===== config.mk =====
export PLATFORM = sky130hd
export DESIGN_NAME = rc_light_level_estimator
export DESIGN_NICKNAME = d
export VERILOG_FILES = /design/src/lle_pkg.sv /design/src/lle_seq.sv /design/src/lle_div.sv /design/src/lle_dp.sv /design/src/rc_light_level_estimator.sv
export SDC_FILE = /design/constraint.sdc
export NUM_CORES = 1
export LEC_CHECK = 0
export BUFFER_PORTS_ARGS = -buffer_cell sky130_fd_sc_hd__buf_2
export CAP_MARGIN = 15
export CORE_MARGIN = 5
export CORE_UTILIZATION = 45
export DETAILED_ROUTE_END_ITERATION = 16
export SKIP_CTS_REPAIR_TIMING = 1
export SYNTH_ARGS = -nofsm -noshare
export SYNTH_HDL_FRONTEND = slang
export SYNTH_HIERARCHICAL = 1
export SYNTH_SLANG_ARGS = --single-unit

===== constraint.sdc =====
create_clock -name clk -period 6.4 [get_ports clk]
set_input_delay 0.64 -clock clk [delete_from_list [all_inputs] [get_ports clk]]
set_output_delay 0.64 -clock clk [all_outputs]
set_load 0.05 [all_outputs]

===== src/lle_pkg.sv =====
`timescale 1ns / 1ps
// Shared types and constants for the light level estimator.
// Holds payload structs, register indexes and the sequencer control word.
// No dependencies.
package lle_pkg;

	localparam int COUNT_BITS_DEF = 16;
	localparam int CAPTURE_W      = 16;
	localparam int AVG_W          = 17;
	localparam int BOUND_W        = 17;
	localparam int LAMBDA_W       = 5;
	localparam int MAX_W          = 16;
	localparam int CFG_IDX_W      = 2;
	localparam int CFG_DATA_W     = 17;
	localparam int PROD_W         = BOUND_W + MAX_W;

	// brightness = floor(2^31 / (m + 1)) >> 15, i.e. floor(2^16 / (m + 1))
	localparam int SCALE_LOG   = 31;
	localparam int SCALE_SHIFT = SCALE_LOG - 16;
	localparam int BRIGHT_NUM  = 1 << (SCALE_LOG - SCALE_SHIFT);

	localparam logic [LAMBDA_W-1:0] LAMBDA_RST = LAMBDA_W'(4);
	localparam logic [BOUND_W-1:0]  LOW_RST    = '0;
	localparam logic [BOUND_W-1:0]  HIGH_RST   = BOUND_W'(65536);
	localparam logic [MAX_W-1:0]    MAX_RST    = MAX_W'(255);

	typedef struct packed {
		logic                 captured;
		logic [CAPTURE_W-1:0] capture_count;
	} meas_t;

	typedef struct packed {
		logic [MAX_W-1:0] relative_brightness;
		logic [AVG_W-1:0] average_brightness;
	} level_t;

	typedef enum logic [CFG_IDX_W-1:0] {
		CFG_LAMBDA = 2'd0,
		CFG_LOW    = 2'd1,
		CFG_HIGH   = 2'd2,
		CFG_MAX    = 2'd3
	} cfg_idx_t;

	typedef enum logic [3:0] {
		ST_IDLE,
		ST_DIV_B,
		ST_WAIT_B,
		ST_AVG,
		ST_DIFF,
		ST_MUL,
		ST_DIV_R,
		ST_WAIT_R,
		ST_WAIT_LVL,
		ST_EMIT
	} step_t;

	typedef enum logic [2:0] {
		COND_NONE,
		COND_ALWAYS,
		COND_NO_MEAS,
		COND_DIV_BUSY,
		COND_LVL_FULL
	} cond_t;

	typedef enum logic {
		DSEL_BRIGHT,
		DSEL_RELATIVE
	} dsel_t;

	typedef struct packed {
		cond_t cond;
		step_t target;
		logic  ld_meas;
		logic  div_start;
		dsel_t div_sel;
		logic  ld_avg;
		logic  ld_diff;
		logic  ld_mul;
		logic  ld_level;
	} ctl_t;

	typedef struct packed {
		logic meas_valid;
		logic div_busy;
		logic level_full;
	} stat_t;

endpackage


===== src/lle_seq.sv =====
`timescale 1ns / 1ps
// Microcode sequencer: step counter, control ROM and conditional jumps.
// Depends on lle_pkg.
module lle_seq
	import lle_pkg::*;
(
	input  logic  clk,
	input  logic  arst_n,
	input  stat_t stat,
	output ctl_t  ctl
);

	step_t pc_q;
	step_t pc_d;
	logic  take;

	function automatic ctl_t rom(input step_t s);
		ctl_t w;
		w = '0;
		w.cond = COND_NONE;
		w.target = ST_IDLE;
		w.div_sel = DSEL_BRIGHT;
		case (s)
			ST_IDLE: begin
				w.ld_meas = 1'b1;
				w.cond = COND_NO_MEAS;
				w.target = ST_IDLE;
			end
			ST_DIV_B: begin
				w.div_start = 1'b1;
				w.div_sel = DSEL_BRIGHT;
			end
			ST_WAIT_B: begin
				w.cond = COND_DIV_BUSY;
				w.target = ST_WAIT_B;
			end
			ST_AVG:  w.ld_avg = 1'b1;
			ST_DIFF: w.ld_diff = 1'b1;
			ST_MUL:  w.ld_mul = 1'b1;
			ST_DIV_R: begin
				w.div_start = 1'b1;
				w.div_sel = DSEL_RELATIVE;
			end
			ST_WAIT_R: begin
				w.cond = COND_DIV_BUSY;
				w.target = ST_WAIT_R;
			end
			ST_WAIT_LVL: begin
				w.cond = COND_LVL_FULL;
				w.target = ST_WAIT_LVL;
			end
			ST_EMIT: begin
				w.ld_level = 1'b1;
				w.cond = COND_ALWAYS;
				w.target = ST_IDLE;
			end
			default: begin
				w.cond = COND_ALWAYS;
				w.target = ST_IDLE;
			end
		endcase
		return w;
	endfunction

	always_ff @(posedge clk or negedge arst_n) begin
		if (!arst_n) begin
			pc_q <= ST_IDLE;
		end else begin
			pc_q <= pc_d;
		end
	end

	always_comb begin
		ctl = rom(pc_q);
		case (ctl.cond)
			COND_NONE:     take = 1'b0;
			COND_ALWAYS:   take = 1'b1;
			COND_NO_MEAS:  take = !stat.meas_valid;
			COND_DIV_BUSY: take = stat.div_busy;
			COND_LVL_FULL: take = stat.level_full;
			default:       take = 1'b1;
		endcase
		pc_d = take ? ctl.target : step_t'(pc_q + 4'd1);
	end

endmodule


===== src/lle_div.sv =====
`timescale 1ns / 1ps
// Restoring divider, one quotient bit per cycle, shared by both divisions.
// Depends on lle_pkg for default widths.
module lle_div
	import lle_pkg::*;
#(
	parameter int DEND_W = PROD_W,
	parameter int DSOR_W = AVG_W
) (
	input  logic              clk,
	input  logic              arst_n,
	input  logic              start,
	input  logic [DEND_W-1:0] dividend,
	input  logic [DSOR_W-1:0] divisor,
	output logic              busy,
	output logic [DEND_W-1:0] quotient
);

	localparam int CNT_W = $clog2(DEND_W + 1);

	logic              busy_q;
	logic [CNT_W-1:0]  cnt_q;
	logic [DSOR_W-1:0] rem_q;
	logic [DSOR_W-1:0] dsor_q;
	logic [DEND_W-1:0] quo_q;
	logic [DSOR_W:0]   trial;
	logic [DSOR_W:0]   trial_sub;
	logic              fits;

	// quo_q shifts dividend bits out at the top and quotient bits in at the bottom
	assign trial     = {rem_q, quo_q[DEND_W-1]};
	assign trial_sub = trial - {1'b0, dsor_q};
	assign fits      = trial >= {1'b0, dsor_q};

	always_ff @(posedge clk or negedge arst_n) begin
		if (!arst_n) begin
			busy_q <= 1'b0;
			cnt_q <= '0;
		end else if (start) begin
			busy_q <= 1'b1;
			cnt_q <= CNT_W'(DEND_W);
		end else if (busy_q) begin
			cnt_q <= cnt_q - CNT_W'(1);
			if (cnt_q == CNT_W'(1)) begin
				busy_q <= 1'b0;
			end
		end
	end

	always_ff @(posedge clk) begin
		if (start) begin
			rem_q <= '0;
			dsor_q <= divisor;
			quo_q <= dividend;
		end else if (busy_q) begin
			rem_q <= fits ? trial_sub[DSOR_W-1:0] : trial[DSOR_W-1:0];
			quo_q <= {quo_q[DEND_W-2:0], fits};
		end
	end

	assign busy     = busy_q;
	assign quotient = quo_q;

endmodule


===== src/lle_dp.sv =====
`timescale 1ns / 1ps
// Datapath: configuration registers, average, scaling and the result register.
// Depends on lle_pkg; driven by the control word from lle_seq.
module lle_dp
	import lle_pkg::*;
#(
	parameter int COUNT_BITS = COUNT_BITS_DEF,
	parameter int DSOR_W     = AVG_W
) (
	input  logic                  clk,
	input  logic                  arst_n,
	input  ctl_t                  ctl,
	output stat_t                 stat,
	input  logic                  meas_valid,
	output logic                  meas_ready,
	input  meas_t                 meas_data,
	output logic                  level_valid,
	input  logic                  level_ready,
	output level_t                level_data,
	input  logic                  cfg_valid,
	input  logic [CFG_IDX_W-1:0]  cfg_index,
	input  logic [CFG_DATA_W-1:0] cfg_data,
	output logic                  div_start,
	output logic [PROD_W-1:0]     div_dividend,
	output logic [DSOR_W-1:0]     div_divisor,
	input  logic                  div_busy,
	input  logic [PROD_W-1:0]     div_quotient
);

	localparam int EXT_W = (COUNT_BITS > CAPTURE_W) ? COUNT_BITS : CAPTURE_W;

	logic [LAMBDA_W-1:0] lambda_q;
	logic [BOUND_W-1:0]  low_q;
	logic [BOUND_W-1:0]  high_q;
	logic [MAX_W-1:0]    max_q;
	logic [AVG_W-1:0]    avg_q;
	logic                level_valid_q;

	logic [DSOR_W-1:0]   m1_q;
	logic [BOUND_W-1:0]  diff_q;
	logic [BOUND_W-1:0]  span_q;
	logic                zero_q;
	logic [PROD_W-1:0]   prod_q;
	level_t              level_q;

	logic [EXT_W-1:0]      count_ext;
	logic [COUNT_BITS-1:0] m_sel;
	logic [AVG_W-1:0]      bright;
	logic [AVG_W-1:0]      avg_dec;
	logic [AVG_W:0]        avg_sum;
	logic                  over;
	logic [MAX_W-1:0]      rel;
	logic                  meas_fire;

	assign meas_ready = ctl.ld_meas;
	assign meas_fire  = meas_valid && ctl.ld_meas;

	// a timeout reads as the all-ones count
	assign count_ext = EXT_W'(meas_data.capture_count);
	assign m_sel     = meas_data.captured ? count_ext[COUNT_BITS-1:0] : '1;

	assign bright  = div_quotient[AVG_W-1:0];
	assign avg_dec = avg_q - (avg_q >> lambda_q);
	assign avg_sum = {1'b0, avg_dec} + {1'b0, bright >> lambda_q};

	assign over = div_quotient > PROD_W'(max_q);
	assign rel  = zero_q ? '0 : (over ? max_q : div_quotient[MAX_W-1:0]);

	assign div_start    = ctl.div_start;
	assign div_dividend = (ctl.div_sel == DSEL_BRIGHT) ? PROD_W'(BRIGHT_NUM) : prod_q;
	assign div_divisor  = (ctl.div_sel == DSEL_BRIGHT) ? m1_q : DSOR_W'(span_q);

	always_ff @(posedge clk or negedge arst_n) begin
		if (!arst_n) begin
			lambda_q <= LAMBDA_RST;
			low_q <= LOW_RST;
			high_q <= HIGH_RST;
			max_q <= MAX_RST;
		end else if (cfg_valid) begin
			case (cfg_index)
				CFG_LAMBDA: lambda_q <= cfg_data[LAMBDA_W-1:0];
				CFG_LOW:    low_q <= cfg_data[BOUND_W-1:0];
				CFG_HIGH:   high_q <= cfg_data[BOUND_W-1:0];
				CFG_MAX:    max_q <= cfg_data[MAX_W-1:0];
				default: ;
			endcase
		end
	end

	always_ff @(posedge clk or negedge arst_n) begin
		if (!arst_n) begin
			avg_q <= '0;
			level_valid_q <= 1'b0;
		end else begin
			if (ctl.ld_avg) begin
				avg_q <= avg_sum[AVG_W-1:0];
			end
			if (ctl.ld_level) begin
				level_valid_q <= 1'b1;
			end else if (level_ready) begin
				level_valid_q <= 1'b0;
			end
		end
	end

	always_ff @(posedge clk) begin
		if (meas_fire) begin
			m1_q <= DSOR_W'(m_sel) + DSOR_W'(1);
		end
		if (ctl.ld_diff) begin
			diff_q <= avg_q - low_q;
			span_q <= high_q - low_q;
			zero_q <= (high_q <= low_q) || (avg_q <= low_q);
		end
		if (ctl.ld_mul) begin
			prod_q <= PROD_W'(diff_q) * PROD_W'(max_q);
		end
		if (ctl.ld_level) begin
			level_q.relative_brightness <= rel;
			level_q.average_brightness <= avg_q;
		end
	end

	assign level_valid = level_valid_q;
	assign level_data  = level_q;

	assign stat.meas_valid = meas_valid;
	assign stat.div_busy   = div_busy;
	assign stat.level_full = level_valid_q;

endmodule


===== src/rc_light_level_estimator.sv =====
`timescale 1ns / 1ps
// RC discharge-time light level estimator, top level.
// Depends on lle_pkg, lle_seq, lle_dp and lle_div.
//
// Channels: meas (valid/ready) takes one discharge-time word per item, either a
// captured count or a timeout. level (valid/ready) returns one word per item:
// the scaled, clamped relative brightness and the running average. cfg
// (valid/ready, always ready) writes lambda_bits, low_bound, high_bound and
// max_level by index; write it only while the block is idle.
// Both divisions (reciprocal brightness, then the linear mapping) run on one
// restoring divider at one quotient bit per cycle, and the microcode
// sequencer handles one item at a time, so a new item is taken only once the
// sequencer has finished the previous one. meas_ready is high only while the
// sequencer sits at its idle step.
// The result register frees the input side: a new word is accepted while the
// previous result still waits; if the receiver stalls long enough, the
// sequencer holds before loading the next result.
// Reset clears the average to zero and loads the configuration defaults
// (shift 4, range 0..65536, full scale 255). No clearing pass is needed.
module rc_light_level_estimator
	import lle_pkg::*;
#(
	parameter int COUNT_BITS = COUNT_BITS_DEF
) (
	input  logic                  clk,
	input  logic                  arst_n,
	input  logic                  meas_valid,
	output logic                  meas_ready,
	input  meas_t                 meas_data,
	output logic                  level_valid,
	input  logic                  level_ready,
	output level_t                level_data,
	input  logic                  cfg_valid,
	output logic                  cfg_ready,
	input  logic [CFG_IDX_W-1:0]  cfg_index,
	input  logic [CFG_DATA_W-1:0] cfg_data
);

	localparam int DSOR_W = (COUNT_BITS + 1 > AVG_W) ? COUNT_BITS + 1 : AVG_W;

	ctl_t              ctl;
	stat_t             stat;
	logic              div_start;
	logic              div_busy;
	logic [PROD_W-1:0] div_dividend;
	logic [DSOR_W-1:0] div_divisor;
	logic [PROD_W-1:0] div_quotient;

	assign cfg_ready = 1'b1;

	lle_seq u_seq (
		.clk    (clk),
		.arst_n (arst_n),
		.stat   (stat),
		.ctl    (ctl)
	);

	lle_dp #(
		.COUNT_BITS (COUNT_BITS),
		.DSOR_W     (DSOR_W)
	) u_dp (
		.clk          (clk),
		.arst_n       (arst_n),
		.ctl          (ctl),
		.stat         (stat),
		.meas_valid   (meas_valid),
		.meas_ready   (meas_ready),
		.meas_data    (meas_data),
		.level_valid  (level_valid),
		.level_ready  (level_ready),
		.level_data   (level_data),
		.cfg_valid    (cfg_valid),
		.cfg_index    (cfg_index),
		.cfg_data     (cfg_data),
		.div_start    (div_start),
		.div_dividend (div_dividend),
		.div_divisor  (div_divisor),
		.div_busy     (div_busy),
		.div_quotient (div_quotient)
	);

	lle_div #(
		.DEND_W (PROD_W),
		.DSOR_W (DSOR_W)
	) u_div (
		.clk      (clk),
		.arst_n   (arst_n),
		.start    (div_start),
		.dividend (div_dividend),
		.divisor  (div_divisor),
		.busy     (div_busy),
		.quotient (div_quotient)
	);

endmodule


# Word level (Yosys, flattened, before mapping)
# Cells that the tools add are included.
[word_totals]
reg_bits = 269
latch_bits = 0
elab_cells = 86
mem_bits_ro = 0
inputBits = 41
ramBits = 0
n_memories = 0
[op_classes]
n_mul = 1
addsub = 8
order_cmp = 4
bitwise = 0
muxes = 23
n_reduce_logical = 13
shift = 2
eq_ne = 16
div = 0
[ops]
columns = ["cell", "count"]
rows = [
  ["33-bit 2-to-1 mux", 3],
  ["17-bit subtractor", 4],
  ["7-bit case mux with 5 select lines", 1],
  ["17-bit less-or-equal comparator", 2],
  ["17-bit 2-to-1 mux", 2],
  ["17-bit by 5-bit >> shifter with 17-bit output", 2],
  ["33-bit by 16-bit > comparator with 1-bit output", 1],
  ["17-bit by 16-bit multiplier with 33-bit output", 1],
  ["16-bit 2-to-1 mux", 2],
  ["18-bit by 17-bit >= comparator with 1-bit output", 1],
  ["16-bit by 1-bit adder with 17-bit output (second input constant)", 1],
  ["17-bit adder", 1],
  ["4-bit by 3-bit == test with 1-bit output (second input constant)", 4],
  ["6-bit 2-to-1 mux", 2],
  ["1-bit 2-to-1 mux", 10],
  ["4-bit by 2-bit == test with 1-bit output (second input constant)", 2],
  ["4-bit == test (second input constant)", 2],
  ["2-bit AND reduction", 4],
  ["3-bit by 2-bit == test with 1-bit output (second input constant)", 2],
  ["6-bit by 1-bit == test with 1-bit output (second input constant)", 1],
  ["6-bit by 1-bit subtractor with 6-bit output (second input constant)", 1],
  ["5-bit OR reduction", 1],
  ["4-bit by 1-bit adder with 4-bit output (second input constant)", 1],
  ["2-bit == test (second input constant)", 2],
  ["13 further kinds", 14],
]

# Depth between registers and ports, before layout
# Gate-level depths: netlist (run 1).
[logic_depth]
ltp_word = 6
mapped_depth = 22

# Hierarchy
# Netlist (run 1), hierarchy kept.
[modules_own_cells]
columns = ["mod", "area_per_inst_um2", "n_inst", "cells_each", "seq_area_each_um2"]
rows = [
  ["lle_dp", 21086.5, 1, 2169, 5382.7],
  ["lle_div", 3955.0, 1, 320, 2016.9],
  ["lle_seq", 437.9, 1, 51, 100.1],
  ["rc_light_level_estimator", 11.3, 1, 2, 0.0],
]

# Worst setup path before layout (run 1)
# OpenSTA, ideal clock, no wires.
[synth_path]
path_type = "reg2reg"
start = "register u_dp.max_q[1]"
end = "register u_dp.prod_q[29] (data pin)"
path_stages_with_launch = 20
arrival_ns = 5.636
t_required_ns = 6.134
setup_slack_ns = 0.498
cell_sequence = "dfstp_2 clkbuf_1 nand2_1 fa_1 fa_1 inv_1 fa_1 fa_1 fa_1 inv_1 fa_1 inv_1 ha_1 buf_6 a21o_1 a21o_1 a21o_1 a2111oi_2 o31ai_2 xor2_1"
[synth_between]
elab_chain_len = 1
[synth_lines]
columns = ["item", "line", "source"]
rows = [
  ["start: declaration", "lle_dp.sv:35", "logic [MAX_W-1:0] max_q;"],
  ["start signal: assignment", "lle_dp.sv:84", "CFG_MAX: max_q <= cfg_data[MAX_W-1:0];"],
  ["17-bit by 16-bit multiplier with 33-bit output", "lle_dp.sv:116", "prod_q <= PROD_W'(diff_q) * PROD_W'(max_q);"],
  ["end signal: assignment", "lle_dp.sv:116", ""],
  ["end: declaration", "lle_dp.sv:43", "logic [PROD_W-1:0] prod_q;"],
]
# Every way passes these cells.
# A chain may end at the register's enable or synchronous reset.

# Worst setup path in the final report (run 1)
[layout_path]
start = "register u_dp.diff_q[7]"
end = "register u_dp.prod_q[32] (data pin)"
[layout_between]
elab_chain_len = 1
[layout_lines]
columns = ["item", "line", "source"]
rows = [
  ["start: declaration", "lle_dp.sv:40", "logic [BOUND_W-1:0] diff_q;"],
  ["start signal: assignment", "lle_dp.sv:111", "diff_q <= avg_q - low_q;"],
  ["17-bit by 16-bit multiplier with 33-bit output", "lle_dp.sv:116", ""],
]
# Every way passes these cells.

==> results of run 1 <==
[cell type report]
class                   count  share of cell area (%)
repair buffers            139                    3.23
flip-flops and latches    269                    26.9
clock buffers              36                    2.92
multi-input cells        1784                    57.4
well taps                 756                    3.39
clock inverters            22                    1.34
inverters                 359                    4.83
[sequential cells by signal (all words and copies together) (netlist names)]
| register | flops |
|---|---|
| u_div/quotient | 33 |
| u_dp/level_data | 33 |
| u_dp/prod_q | 33 |
| u_div/dsor_q | 17 |
| u_div/rem_q | 17 |
| u_dp/avg_q | 17 |
| u_dp/diff_q | 17 |
| u_dp/high_q | 17 |
| u_dp/low_q | 17 |
| u_dp/m1_q | 17 |
| u_dp/span_q | 17 |
| u_dp/max_q | 16 |
| u_div/cnt_q | 6 |
| u_dp/lambda_q | 5 |
| u_seq/pc_q | 4 |
| u_div/busy | 1 |
| u_dp/level_valid | 1 |
| u_dp/zero_q | 1 |
[routing by layer]
metal | up-vias | GRT usage, % | wire length (µm)
met3 | 81 | 4.25 | 4570
met1 | 9098 | 34.0 | 32600
met2 | 550 | 33.5 | 29500
met4 | 0 | 5.61 | 1940
li1 | 8553 | - | -
met5 | - | 0 | 0
[worst max path at each step]
| stage | to | depth (start not counted) |
|---|---|---|
| floorplan | u_dp/prod_q[29] | 19 |
| detailed placement | u_dp/prod_q[28] | 20 |
| CTS | u_dp/prod_q[29] | 17 |
| global route | u_dp/prod_q[28] | 20 |
| finish | u_dp/prod_q[32] | 19 |
| global placement | u_dp/prod_q[31] | 18 |
[cell usage in the layout (no fill, tap or decap), types with 31 or more instances in the layout]
cell	n
fa_1	227
mux2i_1	53
and2_1	186
buf_2	74
a21oi_1	94
edfxtp_1	168
mux2_2	111
ha_1	191
xor2_1	31
o21ai_0	42
dfrtp_1	72
clkbuf_16	31
nor2_1	113
buf_4	60
inv_1	356
nand2_1	252
xnor2_1	64
a21o_1	37
nand3_1	32
[worst max-delay path, delay by kind of cell, from the launching register on]
kind                     cells  cell delay (ns)
adder cells (fa/ha/maj)      7             3.49
AO/OA/AOI/OAI                6             1.15
XOR/XNOR                     1             0.12
buffers and inverters        4             0.48
AND/OR/NAND/NOR              1             0.15
flip-flops                   1             0.52
[through the flow]
stage	hold WS, ns	area [µm²]
finish	0.283	27900
global route	0.263	27900
CTS	-0.111	27700
detailed placement	0.483	26500
global placement	0.477	26500
floorplan	0.344	25400
==> impl_metrics.ini, run 1 <==
[sta]
fin_crit_ns = 6.18
fin_worst_skew_ns = 0.0276
period_share_pct = 96.6
max_freq_ghz = 0.162
setup_tns_ns = 0
final-hold-violation-count = 0
setup_violations = 0
fin_ws_ns = 0.221
slew_violations = 0
maxSlewHeadroom_pct = 24.1
rsz0062_at_grt = no
worst_slew_pin_slew_ns = 1.14

[yosys]
syn_avg_cell_area_um2 = 10.0
synthesis.nets = 2996
synth_area_um2 = 25400
synthCells = 2532
ys.warnings.count = 6

[place]
place_hpwl_um = 54800
gp_congestion = 0.921
place_inst = 3285
pre_cts_ws_ns = 0.258
io_buffers = 75

[min_path]
min_path_type = in2reg
whs_endpoint = u_dp/high_q[16]
min_from = cfg_data[16]
min_delay_path_depth = 2

[finish]
seq_area_um2 = 7510
diodes = 0
fin_cells = 3365
final_nets = 3048
fill_cells = 5176
area_growth_syn_to_layout_pct = 9.81
multi_input_area_um2 = 16000
final_util_pct = 49.7
drive_above_1_share_pct = 14.8

[grt]
grt_use_total_pct = 22.5
grt_pass1_vias = 18642
antenna_found_initial = 0
grt-ovfl-total = 0
grt_max_degree = 73
grt_pass1_wl_um = 108000

[clocking]
clock_sinks = 269
cts_root_buf = clkbuf_16
clk_latency_ns = 0.60
cts_tree = built
clkTransAtPathRegs_ns = 0.07
htreeDepth = 1
numCtsBuffers = 31
cts.path.max_buffers = 3

[worst_setup_path]
cp-end-kind = flip-flop
max_stage_delay_ns = 0.55
crit_fanout = 8
cp-startpoint = u_dp/diff_q[7]
worstPathCellList = buf_4, and2_1, fa_1, inv_1, fa_1, fa_1, fa_1, inv_1, fa_1, fa_1, ha_1, a21oi_1, o21ai_0, a22oi_1, a31oi_4, buf_4, a21oi_4, o21ai_2, xnor2_1
cp-start-kind = flip-flop
critPathKind = reg2reg
cp.required_ns = 6.73
cpMaxStageDelayCell = fa_1
cpMostUsedCell = fa_1
cp_data_arrival_time_ns = 6.51
reg2reg_setup_slack_ns = 0.22
r2r_cells = 19
rr_startpoint = u_dp/diff_q[7]
timing.rr.end = u_dp/prod_q[32]

[floorplan]
pin_count = 77
die_h_um = 248
die-area_um2 = 61400
rows = 87
initial_utilization_pct = 45.3
die_w_um = 248
core_um2 = 56200

[drt]
viasPerCell = 5.43
ant_nets = 0
route.detailed.drc = 0
drt-pass1-iter-count = 5
wl_per_cell_um = 20.4
first_iter_violations = 1328
via_count = 18282
wl_um = 68600

[flow_run]
max_cap_violations = 0

[status]
outcome = finished, final reports clean
Power of run 1 is not shown: default switching activity piles up to over one toggle a cycle in this logic, so the estimate is an artifact.
==> run 2: changes to the inputs <==
Settings changed: BUFFER_PORTS_ARGS -buffer_cell sky130_fd_sc_hd__buf_2 to -buffer_cell sky130_fd_sc_hd__buf_4, CELL_PAD_IN_SITES_DETAIL_PLACEMENT set to 2, CELL_PAD_IN_SITES_GLOBAL_PLACEMENT set to 2, PLACE_DENSITY_LB_ADDON set to 0.1.
Clock period 6.4 ns to 7.7 ns, I/O delays scaled along.
==> run 2 against run 1 <==
Flip-flop and latch count unchanged; largest cell class unchanged; utilization down 0.31 points; first-iteration DRC count down 25%; register-to-register slack better by 0.63 ns; worst hold slack worse by 0.21 ns; maximum frequency down 9.8%; non-clock buffer count down 46; highest routed layer is now met5; routed wire length up 23%; critical path depth down 1; final area down 0.63%; setup slack better by 0.63 ns; die area unchanged.
==> impl_metrics.ini, run 2 (synthesis results as in run 1) <==
[min_path]
min_path_type = in2async

[sta]
worst_slew_pin_slew_ns = 1.22
rsz0062_at_grt = no
hold_slack_ns = 0.0717
fin_worst_skew_ns = 0.0233
period_share_pct = 88.9
slew_violations = 0
setup_violations = 0
fin_crit_ns = 6.85
final-hold-violation-count = 0
max_freq_ghz = 0.146
setup_tns_ns = 0
maxSlewHeadroom_pct = 18.4

[worst_setup_path]
cp_data_arrival_time_ns = 7.13
cp.required_ns = 7.98
cp-start-kind = flip-flop
cp-end-kind = flip-flop
crit_fanout = 20
critPathKind = reg2reg

[flow_run]
max_cap_violations = 0

[grt]
grt_max_degree = 73
grt-ovfl-total = 0
grt_pass1_wl_um = 131000
grt_use_total_pct = 28.0
antenna_found_initial = 2
grt_pass1_vias = 21858

[place]
place_hpwl_um = 64000
io_buffers = 75
gp_congestion = 0.866

[clocking]
clock_sinks = 269
numCtsBuffers = 34
cts_root_buf = clkbuf_16
clk_latency_ns = 0.56
cts.path.max_buffers = 3
cts_tree = built
clkTransAtPathRegs_ns = 0.06
htreeDepth = 2

[drt]
route.detailed.drc = 0
via_count = 18932
drt-pass1-iter-count = 5
wl_per_cell_um = 25.4
first_iter_violations = 1002
ant_nets = 0
wl_um = 84500
viasPerCell = 5.69

[finish]
drive_above_1_share_pct = 13.2
final_common_cell = inv_1
final_cell_mix = inv_1 (356), nand2_1 (252), fa_1 (227), ha_1 (196), and2_1 (186)
final_nets = 3005
area_growth_syn_to_layout_pct = 9.13

[floorplan]
die-area_um2 = 61400
pin_count = 77
initial_utilization_pct = 45.3
die_w_um = 248
core_um2 = 56200
die_h_um = 248
rows = 87

[status]
outcome = finished, final reports clean
-- run 2: changes by cell type in the layout (fill, tap and decap cells not counted), moves of 4 or more --
cell       change
ha_2           -5
buf_2         -74
clkbuf_16      +4
buf_4         +32
ha_1           +5
clkinv_2       +6
-- run 2: per-stage QoR --
stage                     util [%]  std cells  area, µm²  worst slack [ns]
final                         49.4       3325      27800             0.852
after global routing          49.4       3323      27700             0.565
after CTS                     49.4       3322      27700             0.901
after detailed placement      47.2       3260      26500             0.917
after global placement        47.2       3260      26500              1.21
after floorplan                  -       2532      25400              1.80
-- run 2: worst paths after layout --
check,slack [ns],endpoint,startpoint,depth (start not counted)
worst max-delay path,0.85,u_dp/prod_q[28],u_dp/max_q[10],18
max in group asynchronous,6.28,u_dp/lambda_q[1],arst_n,2
worst max register to register,0.85,u_dp/prod_q[28],u_dp/max_q[10],18
worst min register to register,0.49,u_div/rem_q[16],u_div/rem_q[16],2
min in group clk,0.48,u_dp/low_q[16],cfg_data[16],2
worst min-delay path,0.07,u_div/busy,arst_n,1
-- run 2: area by class of cell --
| cell class | instances | area (µm²) |
|---|---|---|
| Antenna cell | 2 | 5.00 |
| Clock buffer | 39 | 911 |
| Clock inverter | 23 | 324 |
| Fill cell | 5905 | 28400 |
| Inverter | 359 | 1350 |
| Multi-Input combinational cell | 1784 | 16000 |
| Sequential cell | 269 | 7500 |
| Tap cell | 756 | 946 |
| Timing Repair Buffer | 93 | 702 |
-- run 2: per-layer routing --
| layer | track usage (%) | routed length (µm) | up-vias |
|---|---|---|---|
| met5 | 0 | 7 | - |
| met4 | 7.07 | 2050 | 2 |
| met3 | 4.04 | 3720 | 111 |
| met2 | 48.9 | 41900 | 350 |
| met1 | 36.7 | 36900 | 10009 |
| li1 | - | - | 8460 |
-- run 2: worst max-delay path, stage by stage, from the launching register on --
cell	delay, ns
dfrtp_1	1.12
nand2_1	0.19
fa_1	0.59
inv_1	0.06
fa_1	0.56
fa_1	0.44
fa_1	0.49
fa_1	0.50
inv_1	0.06
fa_1	0.48
inv_1	0.04
ha_1	0.43
nand4_1	0.22
nor3_1	0.29
nand4_1	0.30
a31oi_4	0.34
nand3_2	0.14
o21a_1	0.20
xnor2_1	0.12
Power of run 2 is left out for the same reason.
==> run 3: changes to the inputs <==
Settings changed: CORE_UTILIZATION 45 to 43.
Clock period 7.7 ns to 7.5 ns, I/O delays scaled along.
==> run 3 against run 2 <==
Count of clock-buffer cells in the layout is 8 higher; via count is 0.23% lower; worst hold slack got worse by 0.0072 ns; utilization is 2.3 points lower; critical endpoint unchanged; clock skew is 0.0033 ns lower; critical path depth did not move; die area grew 4.5%; sequential share of layout area rose by 0.050 points.
==> impl_metrics.ini, run 3 (synthesis results as in run 1) <==
[status]
outcome = finished, final reports clean

[drt]
top_layer = met4
wl_met2_um = 40400
viasPerCell = 5.64
ant_nets = 0
route.met3.wl_um = 3480
drt-met1-wl_um = 37100
first_iter_violations = 1032
wl_per_cell_um = 24.8
wl_um = 83000
drt-pass1-iter-count = 5
via_count = 18888
route.detailed.drc = 0

[clocking]
htreeDepth = 2
clkTransAtPathRegs_ns = 0.06
cts_root_buf = clkbuf_16
clock_sinks = 269
numCtsBuffers = 35
cts.path.max_buffers = 3
cts_tree = built
clk_latency_ns = 0.56

[sta]
setup_tns_ns = 0
max_freq_ghz = 0.146
fin_crit_ns = 6.86
fin_worst_skew_ns = 0.0200
setup_violations = 0
slew_violations = 0
final-hold-violation-count = 0
worst_slew_pin_slew_ns = 1.22
maxSlewHeadroom_pct = 18.8
rsz0062_at_grt = no
period_share_pct = 91.5

[floorplan]
die-area_um2 = 64100
initial_utilization_pct = 43.3
core_um2 = 58800
rows = 89
die_h_um = 253
die_w_um = 253
pin_count = 77

[worst_setup_path]
r2r_cells = 18
cp-startpoint = u_dp/max_q[10]
cp.required_ns = 7.80
cp-start-kind = flip-flop
endpoint = u_dp/prod_q[28]
reg2reg_setup_slack_ns = 0.64
critPathKind = reg2reg
cp_data_arrival_time_ns = 7.16
crit_fanout = 20
cp-end-kind = flip-flop
timing.rr.end = u_dp/prod_q[28]
rr_startpoint = u_dp/max_q[10]

[finish]
final_cell_area_um2 = 27700
final_common_cell = inv_1
final_nets = 3009
drive_above_1_share_pct = 13.0
final_cell_mix = inv_1 (356), nand2_1 (252), fa_1 (227), ha_1 (196), and2_1 (186)
area_growth_syn_to_layout_pct = 8.92

[place]
gp_congestion = 0.854
io_buffers = 75
dpl_cell_area_um2 = 26600
place_hpwl_um = 63400

[min_path]
min_path_type = in2async

[grt]
grt_pass1_vias = 21750
grt_use_total_pct = 26.1
grt_pass1_wl_um = 130000
antenna_found_initial = 4
grt-ovfl-total = 0
grt_max_degree = 73

[flow_run]
max_cap_violations = 0
[run 3: cell types whose count changed in the layout (fill, tap and decap cells not counted), moves of 2 or more]
cell	before	now
clkbuf_1	2	9
clkinv_2	8	1
buf_4	92	96
bufinv_16	7	3
inv_6	0	3
clkinv_8	2	0
clkinvlp_4	1	3
[run 3: metrics by stage]
stage	utilization [%]	hold slack, ns	setup slack (ns)	instances
finish	47.1	0.0645	0.640	3346
global route	47.1	0.0567	0.316	3345
CTS	47.1	0.0459	0.684	3344
detailed placement	45.2	0.490	0.707	3281
global placement	45.2	0.465	0.948	3281
floorplan	-	0.443	1.60	2532
[run 3: worst max-delay path, stage by stage, from the launching register on]
cell	delay, ns
dfrtp_1	1.14
nand2_1	0.21
fa_1	0.60
inv_1	0.05
fa_1	0.57
fa_1	0.46
fa_1	0.48
fa_1	0.50
inv_1	0.06
fa_1	0.49
inv_1	0.05
ha_1	0.42
nand4_1	0.21
nor3_1	0.24
nand4_1	0.29
a31oi_4	0.34
nand3_2	0.13
o21a_1	0.21
xnor2_1	0.12
[run 3: how the worst min path moves through the flow]
stage / startpoint / end / slack, ns / cells after the start
after detailed placement: u_div/rem_q[2] / u_div/rem_q[2] / 0.49 / 2
final: arst_n / u_div/cnt_q[0] / 0.06 / 1
after floorplan: u_div/rem_q[16] / u_div/rem_q[16] / 0.44 / 2
after global routing: arst_n / u_div/cnt_q[0] / 0.06 / 1
after CTS: arst_n / u_div/cnt_q[0] / 0.05 / 1
after global placement: u_div/rem_q[16] / u_div/rem_q[16] / 0.46 / 2
[run 3: cell type report]
class                   instances  area [µm²]
clock buffers                  47         951
well taps                     773         967
fillers                      6182       31100
flip-flops and latches        269        7500
repair buffers                 96         721
inverters                     359        1350
clock inverters                16         193
multi-input cells            1784       16000
diodes                          2        5.00
[run 3: routing by layer]
metal | vias to the layer above | GRT usage (%)
li1 | 8456 | -
met1 | 9941 | 35.3
met2 | 383 | 44.8
met3 | 108 | 3.47
met4 | 0 | 6.79
met5 | - | 0
Power of run 3 is left out for the same reason.
